**src/design/fqrc_pkg.sv**
```systemverilog
// fqrc_pkg: shared types, character codes and helpers for the FASTQ read counter.
// No dependencies; imported by every module of the block.
package fqrc_pkg;

  localparam int COUNT_BITS = 32;
  localparam int READ_COUNT_BITS = 32;

  localparam logic [7:0] CH_AT   = 8'h40;
  localparam logic [7:0] CH_PLUS = 8'h2B;
  localparam logic [7:0] CH_LF   = 8'h0A;
  localparam logic [7:0] CH_CR   = 8'h0D;
  localparam logic [7:0] CH_NUL  = 8'h00;

  localparam logic [8:0] SCORE_NONE = 9'd256;

  typedef enum logic {
    CMD_DATA = 1'b0,
    CMD_END  = 1'b1
  } command_t;

  typedef enum logic [1:0] {
    ST_OK         = 2'd0,
    ST_ERR_HEADER = 2'd1,
    ST_WARN_AT    = 2'd2,
    ST_WARN_EXCESS = 2'd3
  } status_t;

  typedef enum logic [2:0] {
    PH_HEADER = 3'd0,
    PH_SEQ    = 3'd1,
    PH_PLUS   = 3'd2,
    PH_QUAL   = 3'd3,
    PH_ERROR  = 3'd4
  } phase_t;

  typedef struct packed {
    command_t   command;
    logic [7:0] data_byte;
  } fqrc_in_t;

  typedef struct packed {
    status_t                    status;
    logic [READ_COUNT_BITS-1:0] read_count;
    logic [8:0]                 quality_min;
    logic [7:0]                 quality_max;
    phase_t                     parse_phase;
  } fqrc_out_t;

  typedef logic [COUNT_BITS-1:0] count_t;

  function automatic count_t sat_inc(input count_t v);
    return (&v) ? v : v + count_t'(1);
  endfunction

  function automatic logic is_terminator(input logic [7:0] b);
    return (b == CH_LF) || (b == CH_CR) || (b == CH_NUL);
  endfunction

  function automatic logic [READ_COUNT_BITS-1:0] clip_count(input count_t v);
    logic [READ_COUNT_BITS-1:0] lim;
    lim = '1;
    if (COUNT_BITS > READ_COUNT_BITS && v > count_t'(lim))
      return lim;
    return READ_COUNT_BITS'(v);
  endfunction

endpackage

```
**src/design/fqrc_in_reg.sv**
```systemverilog
// fqrc_in_reg: input request register in front of the parser.
// Depends on fqrc_pkg.
module fqrc_in_reg (
  input  logic             clk,
  input  logic             rst,
  input  logic             in_valid,
  output logic             in_ready,
  input  fqrc_pkg::fqrc_in_t in_data,
  input  logic             advance,
  output logic             held_valid,
  output fqrc_pkg::fqrc_in_t held_data
);
  import fqrc_pkg::*;

  assign in_ready = !held_valid || advance;

  always_ff @(posedge clk) begin
    if (rst) begin
      held_valid <= 1'b0;
    end else if (in_ready) begin
      held_valid <= in_valid;
    end
    if (in_valid && in_ready) begin
      held_data <= in_data;
    end
  end

endmodule

```
**src/design/fqrc_parser.sv**
```systemverilog
// fqrc_parser: parse state, one-byte step logic and result register.
// Depends on fqrc_pkg.
module fqrc_parser (
  input  logic               clk,
  input  logic               rst,
  input  logic               report_quality_range,
  input  logic               held_valid,
  input  fqrc_pkg::fqrc_in_t held_data,
  output logic               advance,
  output logic               out_valid,
  input  logic               out_ready,
  output fqrc_pkg::fqrc_out_t out_data
);
  import fqrc_pkg::*;

  phase_t     phase;
  logic       at_line_start;
  logic       line_content_done;
  logic       header_leading_cr;
  count_t     reads_seen;
  count_t     bases_in_read;
  count_t     scores_in_read;
  logic [8:0] lowest_score;
  logic [7:0] highest_score;

  phase_t     phase_next;
  logic       at_line_start_next;
  logic       line_content_done_next;
  logic       header_leading_cr_next;
  count_t     reads_seen_next;
  count_t     bases_in_read_next;
  count_t     scores_in_read_next;
  logic [8:0] lowest_score_next;
  logic [7:0] highest_score_next;
  status_t    status_next;

  assign advance = held_valid && (!out_valid || out_ready);

  always_comb begin
    logic       start;
    logic       line_end;
    logic [7:0] b;
    phase_next             = phase;
    at_line_start_next     = at_line_start;
    line_content_done_next = line_content_done;
    header_leading_cr_next = header_leading_cr;
    reads_seen_next        = reads_seen;
    bases_in_read_next     = bases_in_read;
    scores_in_read_next    = scores_in_read;
    lowest_score_next      = lowest_score;
    highest_score_next     = highest_score;
    status_next            = ST_OK;
    start                  = at_line_start;
    line_end               = 1'b0;
    b                      = held_data.data_byte;

    if (phase == PH_ERROR) begin
      status_next = ST_ERR_HEADER;
    end else if (held_data.command == CMD_DATA) begin
      at_line_start_next = 1'b0;
      line_end           = (b == CH_LF);
      case (phase)
        PH_HEADER: begin
          if (start) begin
            if (b == CH_AT) begin
              reads_seen_next        = sat_inc(reads_seen);
              bases_in_read_next     = '0;
              phase_next             = PH_SEQ;
              line_content_done_next = 1'b1;
            end else if (b == CH_CR) begin
              header_leading_cr_next = 1'b1;
            end else if (b == CH_NUL) begin
              line_content_done_next = 1'b1;
            end else if (b != CH_LF) begin
              phase_next  = PH_ERROR;
              status_next = ST_ERR_HEADER;
            end
          end else if (header_leading_cr) begin
            header_leading_cr_next = 1'b0;
            if (b == CH_NUL) begin
              line_content_done_next = 1'b1;
            end else if (b != CH_LF) begin
              phase_next  = PH_ERROR;
              status_next = ST_ERR_HEADER;
            end
          end
        end
        PH_SEQ: begin
          if (start && b == CH_PLUS) begin
            scores_in_read_next    = '0;
            phase_next             = PH_PLUS;
            line_content_done_next = 1'b1;
          end else if (!line_content_done) begin
            if (is_terminator(b)) begin
              line_content_done_next = 1'b1;
            end else begin
              bases_in_read_next = sat_inc(bases_in_read);
            end
          end
        end
        PH_PLUS, PH_QUAL: begin
          if (start) begin
            if (phase == PH_QUAL && b == CH_AT) begin
              status_next = ST_WARN_AT;
            end
            phase_next = PH_QUAL;
          end
          if (phase_next == PH_QUAL && !line_content_done) begin
            if (is_terminator(b)) begin
              line_content_done_next = 1'b1;
            end else begin
              scores_in_read_next = sat_inc(scores_in_read);
              if (report_quality_range) begin
                if (b > highest_score) begin
                  highest_score_next = b;
                end
                if ({1'b0, b} < lowest_score) begin
                  lowest_score_next = {1'b0, b};
                end
              end
            end
          end
        end
        default: begin
        end
      endcase
    end else begin
      line_end = !at_line_start;
    end

    if (line_end) begin
      if (phase_next == PH_QUAL && scores_in_read_next >= bases_in_read_next) begin
        if (scores_in_read_next > bases_in_read_next) begin
          status_next = ST_WARN_EXCESS;
        end
        phase_next = PH_HEADER;
      end
      at_line_start_next     = 1'b1;
      line_content_done_next = 1'b0;
      header_leading_cr_next = 1'b0;
    end
  end

  always_ff @(posedge clk) begin
    if (rst) begin
      phase             <= PH_HEADER;
      at_line_start     <= 1'b1;
      line_content_done <= 1'b0;
      header_leading_cr <= 1'b0;
      reads_seen        <= '0;
      bases_in_read     <= '0;
      scores_in_read    <= '0;
      lowest_score      <= SCORE_NONE;
      highest_score     <= '0;
      out_valid         <= 1'b0;
    end else begin
      if (advance) begin
        phase             <= phase_next;
        at_line_start     <= at_line_start_next;
        line_content_done <= line_content_done_next;
        header_leading_cr <= header_leading_cr_next;
        reads_seen        <= reads_seen_next;
        bases_in_read     <= bases_in_read_next;
        scores_in_read    <= scores_in_read_next;
        lowest_score      <= lowest_score_next;
        highest_score     <= highest_score_next;
        out_valid         <= 1'b1;
      end else if (out_ready) begin
        out_valid <= 1'b0;
      end
    end
    if (advance) begin
      out_data.status      <= status_next;
      out_data.read_count  <= clip_count(reads_seen_next);
      out_data.quality_min <= lowest_score_next;
      out_data.quality_max <= highest_score_next;
      out_data.parse_phase <= phase_next;
    end
  end

endmodule

```
**src/design/fastq_read_counter.sv**
```systemverilog
// fastq_read_counter: top level of the FASTQ read counter.
// Depends on fqrc_pkg, fqrc_in_reg and fqrc_parser.
//
// Usage:
//   Input channel (in_valid/in_ready/in_data) carries one request per byte:
//   command CMD_DATA with a text byte, or CMD_END to close an open last line.
//   Output channel (out_valid/out_ready/out_data) returns exactly one result
//   per request, in order: status, saturating read count, quality min/max
//   and the parse phase after that byte.
//   cfg_write_en/cfg_write_data set report_quality_range; write it only
//   while no request is in flight.
// Timing:
//   A request is accepted into the input register, then the parse step writes
//   its result into the result register, where it stays valid until taken.
//   Throughput is one byte per cycle while out_ready keeps taking results;
//   the combinational parse step closes the state loop.
// Reset (rst, synchronous): header phase, counters cleared, quality min 256,
//   report_quality_range set, both pipeline registers empty.
// Stall: while out_ready is low the result holds; one more request is taken
//   into the input register, then in_ready drops until the result drains.
module fastq_read_counter (
  input  logic                clk,
  input  logic                rst,
  input  logic                cfg_write_en,
  input  logic                cfg_write_data,
  input  logic                in_valid,
  output logic                in_ready,
  input  fqrc_pkg::fqrc_in_t  in_data,
  output logic                out_valid,
  input  logic                out_ready,
  output fqrc_pkg::fqrc_out_t out_data
);
  import fqrc_pkg::*;

  logic     report_quality_range;
  logic     held_valid;
  fqrc_in_t held_data;
  logic     advance;

  always_ff @(posedge clk) begin
    if (rst) begin
      report_quality_range <= 1'b1;
    end else if (cfg_write_en) begin
      report_quality_range <= cfg_write_data;
    end
  end

  fqrc_in_reg u_in_reg (
    .clk        (clk),
    .rst        (rst),
    .in_valid   (in_valid),
    .in_ready   (in_ready),
    .in_data    (in_data),
    .advance    (advance),
    .held_valid (held_valid),
    .held_data  (held_data)
  );

  fqrc_parser u_parser (
    .clk                  (clk),
    .rst                  (rst),
    .report_quality_range (report_quality_range),
    .held_valid           (held_valid),
    .held_data            (held_data),
    .advance              (advance),
    .out_valid            (out_valid),
    .out_ready            (out_ready),
    .out_data             (out_data)
  );

endmodule

```
**config.mk**
```make
export PLATFORM = sky130hd
export DESIGN_NAME = fastq_read_counter
export DESIGN_NICKNAME = d
export VERILOG_FILES = /design/src/design/fqrc_pkg.sv /design/src/design/fqrc_in_reg.sv /design/src/design/fqrc_parser.sv /design/src/design/fastq_read_counter.sv
export SDC_FILE = /design/constraint.sdc
export NUM_CORES = 1
export LEC_CHECK = 0
export BUFFER_PORTS_ARGS = -buffer_cell sky130_fd_sc_hd__buf_2
export CAP_MARGIN = 20
export CORE_UTILIZATION = 40
export CTS_BUF_LIST = sky130_fd_sc_hd__clkbuf_16
export DETAILED_ROUTE_END_ITERATION = 6
export PLACE_DENSITY = 0.58
export REMOVE_ABC_BUFFERS = 1
export SKIP_CTS_REPAIR_TIMING = 1
export SYNTH_ARGS = -nofsm -noshare
export SYNTH_HDL_FRONTEND = slang
export SYNTH_SLANG_ARGS = --single-unit
```
**constraint.sdc**
```tcl
create_clock -name clk -period 5.3 [get_ports clk]
set_input_delay 0.795 -clock clk [delete_from_list [all_inputs] [get_ports clk]]
set_output_delay 0.795 -clock clk [all_outputs]
set_load 0.005 [all_outputs]
```
==> flow_metrics.env <==
export IMPL_cts_max_level=4
export IMPL_drv_cap=0
export IMPL_post_route_period_util=0.926
export IMPL_drive_above_1_share=0.142
export IMPL_layout_nets=1555
export IMPL_wl_met3_um=2300
export IMPL_grt_pass1_wl_um=56500
export IMPL_clock_fmax_mhz=204
export IMPL_cts_tree="yes"
export IMPL_ant_nets=0
export IMPL_finalInstanceArea_sq_mm=0.0133
export IMPL_hold_class="flop to flop"
export IMPL_grt_max_degree=69
export IMPL_synth_edf_count=63
export IMPL_ys_ff_latch=185
export IMPL_drt_met1_wl_um=16700
export IMPL_multi_input_area_sq_mm=0.00692
export IMPL_clock_path_buffers=2
export IMPL_num_vias=11246
export IMPL_drc=0
export IMPL_grt_pass1_vias=10223
export IMPL_clock_latency_ps=450
export IMPL_rows=62
export IMPL_fp_dieH_um=173
export IMPL_cts_made_buffers=17
export IMPL_critPathKind="flop to flop"
export IMPL_p_leak_uw=0.00463
export IMPL_ys_seq_area_frac=0.369
export IMPL_synthCells=1435
export IMPL_fin_skew_ps=15.0
export IMPL_hpwl_um=25600
export IMPL_yosys_warnings=0
export IMPL_fin_crit_ps=4910
export IMPL_start_util=0.409
export IMPL_drv_slew=0
export IMPL_synth_flop_cell="dfxtp_1"
export IMPL_drtIter0Drc=1427
export IMPL_io_buffers=70
export IMPL_fp_coreArea_sq_mm=0.0288
export IMPL_worstMarginPinSlew_ps=1120
export IMPL_cp_data_arrival_time_ps=5240
export IMPL_routed_wl_met2_um=16000
export IMPL_dieArea_sq_mm=0.0301
export IMPL_synth_cell_types=80
export IMPL_ir_worst_vdd_mv=0.177
export IMPL_track_usage=0.235
export IMPL_num_fill_cells=2845
export IMPL_grt_overflow_total=0
export IMPL_crit_fanout=7
export IMPL_worst_setup_path_start_kind="flop"
export IMPL_rsz0062_at_grt="no"
export IMPL_setup_viol=0
export IMPL_gp_congestion=0.945
export IMPL_wl_per_cell_um=18.9
export IMPL_pin_count=71
export IMPL_avgSynthCellArea_sq_um=8.20
export IMPL_diodes=0
export IMPL_synth_area_sq_mm=0.0118
export IMPL_outcome="completed"
export IMPL_via_per_inst=5.96
export IMPL_die_x_um=173
export IMPL_antenna_found_initial=0
export IMPL_area_growth_pct=13.5
export IMPL_wirelength_um=35600
export IMPL_path_clk_slew_ps=80
export IMPL_max_slew_margin=0.249
export IMPL_cp_end_kind="flop"
export IMPL_cp_required_ps=5630
export IMPL_p_per_area_mw_per_mm2=227
export IMPL_fin_setup_tns_ps=0
export IMPL_final_hold_viol_count=0
export IMPL_ff_latch_area_sq_mm=0.00433
export IMPL_dr_pass1_iters=5
export IMPL_cts_root_buf="clkbuf_16"
export IMPL_placed_area_sq_mm=0.0127
export IMPL_top_layer="met4"
export IMPL_cts_sinks=185
export IMPL_ys_async_sr_fraction=0
power breakdown:
part | switching [uW] | internal [uW] | total, uW
clock network | 706 | 650 | 1360
registers | 14.5 | 1490 | 1500
logic | 114 | 57.9 | 172
area by class of cell:
cell class	count	area share
inverter	28	0.00797
multi-input combinational	1118	0.518
clock buffer	17	0.0319
clock inverter	15	0.0142
tap	384	0.0360
timing repair buffer	140	0.0668
sequential	185	0.325
cells in the mapped netlist, drive strengths merged (6+ instances only):
| cell type | instances | area [sq um] |
|---|---|---|
| a211oi | 15 | 118 |
| a21o | 19 | 143 |
| a21oi | 105 | 533 |
| a22oi | 6 | 45.0 |
| a311oi | 15 | 138 |
| a31oi | 58 | 363 |
| a41oi | 9 | 78.8 |
| and2 | 19 | 119 |
| and3 | 33 | 206 |
| and4 | 10 | 87.6 |
| buf | 23 | 128 |
| clkbuf | 81 | 305 |
| dfxtp | 122 | 2440 |
| edfxtp | 63 | 1890 |
| ha | 50 | 626 |
| inv | 27 | 101 |
| mux2i | 19 | 190 |
| nand2 | 140 | 526 |
| nand2b | 15 | 93.8 |
| nand3 | 67 | 340 |
| nand4 | 39 | 244 |
| nor2 | 133 | 502 |
| nor2b | 13 | 81.3 |
| nor3 | 58 | 290 |
| nor3b | 6 | 50.1 |
| nor4 | 22 | 174 |
| o211ai | 7 | 52.6 |
| o21ai | 88 | 440 |
| o31ai | 23 | 173 |
| or2 | 7 | 43.8 |
| or3 | 12 | 75.1 |
| or4 | 9 | 71.3 |
| xnor2 | 34 | 298 |
| xor2 | 29 | 254 |
cells in the final DEF (no fill, tap or decap), drive strengths merged, types with 5 or more instances in the layout:
master	netlist	final
a211oi	15	15
o21a	5	5
inv	27	35
nand4	39	39
dfxtp	122	122
a22oi	6	6
nand3	67	67
and4	10	10
or3	12	12
a31o	5	5
or2	7	7
edfxtp	63	63
clkbuf	81	17
a21oi	105	105
nand2b	15	15
nor3	58	58
buf	23	140
o21ai	88	88
o211ai	7	7
nand2	140	140
a31oi	58	58
and2	19	19
a41oi	9	9
nor4	22	22
mux2i	19	19
nor2b	13	13
a21o	19	19
clkinv	1	7
and3	33	33
ha	50	50
a311oi	15	15
xor2	29	29
o31ai	23	23
or4	9	9
xnor2	34	34
nor2	133	133
nor3b	6	6
critical path: stages (launching register included):
cell	delay [ps]
dfxtp_1	430
ha_1	280
nand3_2	140
or4_4	630
nor4_4	270
buf_4	220
nor2_2	70
buf_4	160
nand3_1	140
o21ai_0	160
a31oi_1	230
ha_1	270
a21o_1	190
a21oi_1	140
o21ai_0	160
a22oi_1	250
or3b_2	520
nor2b_1	170
a2111oi_0	360
layer usage:
metal | vias up | GRT usage
met2 | 397 | 0.374
met3 | 49 | 0.0342
met1 | 5354 | 0.328
met5 | - | 0
met4 | 0 | 0.0719
li1 | 5446 | -
metrics by stage:
step                utilization  instances  total power [uW]  setup slack [ps]  hold slack, ps
finish                    0.464       1887              3030               391             492
floorplan                     -       1331              1610               570             441
global placement          0.441       1852              1700               425             454
global route              0.464       1887              3130              31.6             493
detailed placement        0.441       1852              1700               288             470
CTS                       0.462       1884              3060               288             496
logic make-up (layout without fill, tap and decap cells):
kind of cell,Yosys count,count (layout),synth area share
buffers and inverters,132,200,0.0457
adders and majority gates,50,50,0.0532
xor gates and xnor gates,63,63,0.0469
muxes,22,22,0.0190
and+or+nand+nor,593,593,0.255
DFF,185,185,0.369
AOI/OAI and AO/OA,390,390,0.212
worst paths after layout:
path,from,end,slack [ps],cells past startpoint
setup / recovery,u_parser.scores_in_read[0],u_parser.phase[1],390,18
hold / removal,u_parser.lowest_score[8],u_parser.lowest_score[8],490,1
setup reg to reg,u_parser.scores_in_read[0],u_parser.phase[1],390,18
hold reg to reg,u_parser.lowest_score[8],u_parser.lowest_score[8],490,1
state kept, by name, indices dropped and copies added (netlist names):
register,count
u_parser.out_data,54
u_parser.bases_in_read,32
u_parser.reads_seen,32
u_parser.scores_in_read,32
u_in_reg.held_data,9
u_parser.lowest_score,9
u_parser.highest_score,8
u_parser.phase,3
report_quality_range,1
u_in_reg.held_valid,1
u_parser.at_line_start,1
u_parser.header_leading_cr,1
u_parser.line_content_done,1
u_parser.out_valid,1
(Power assumes the default switching activity.)
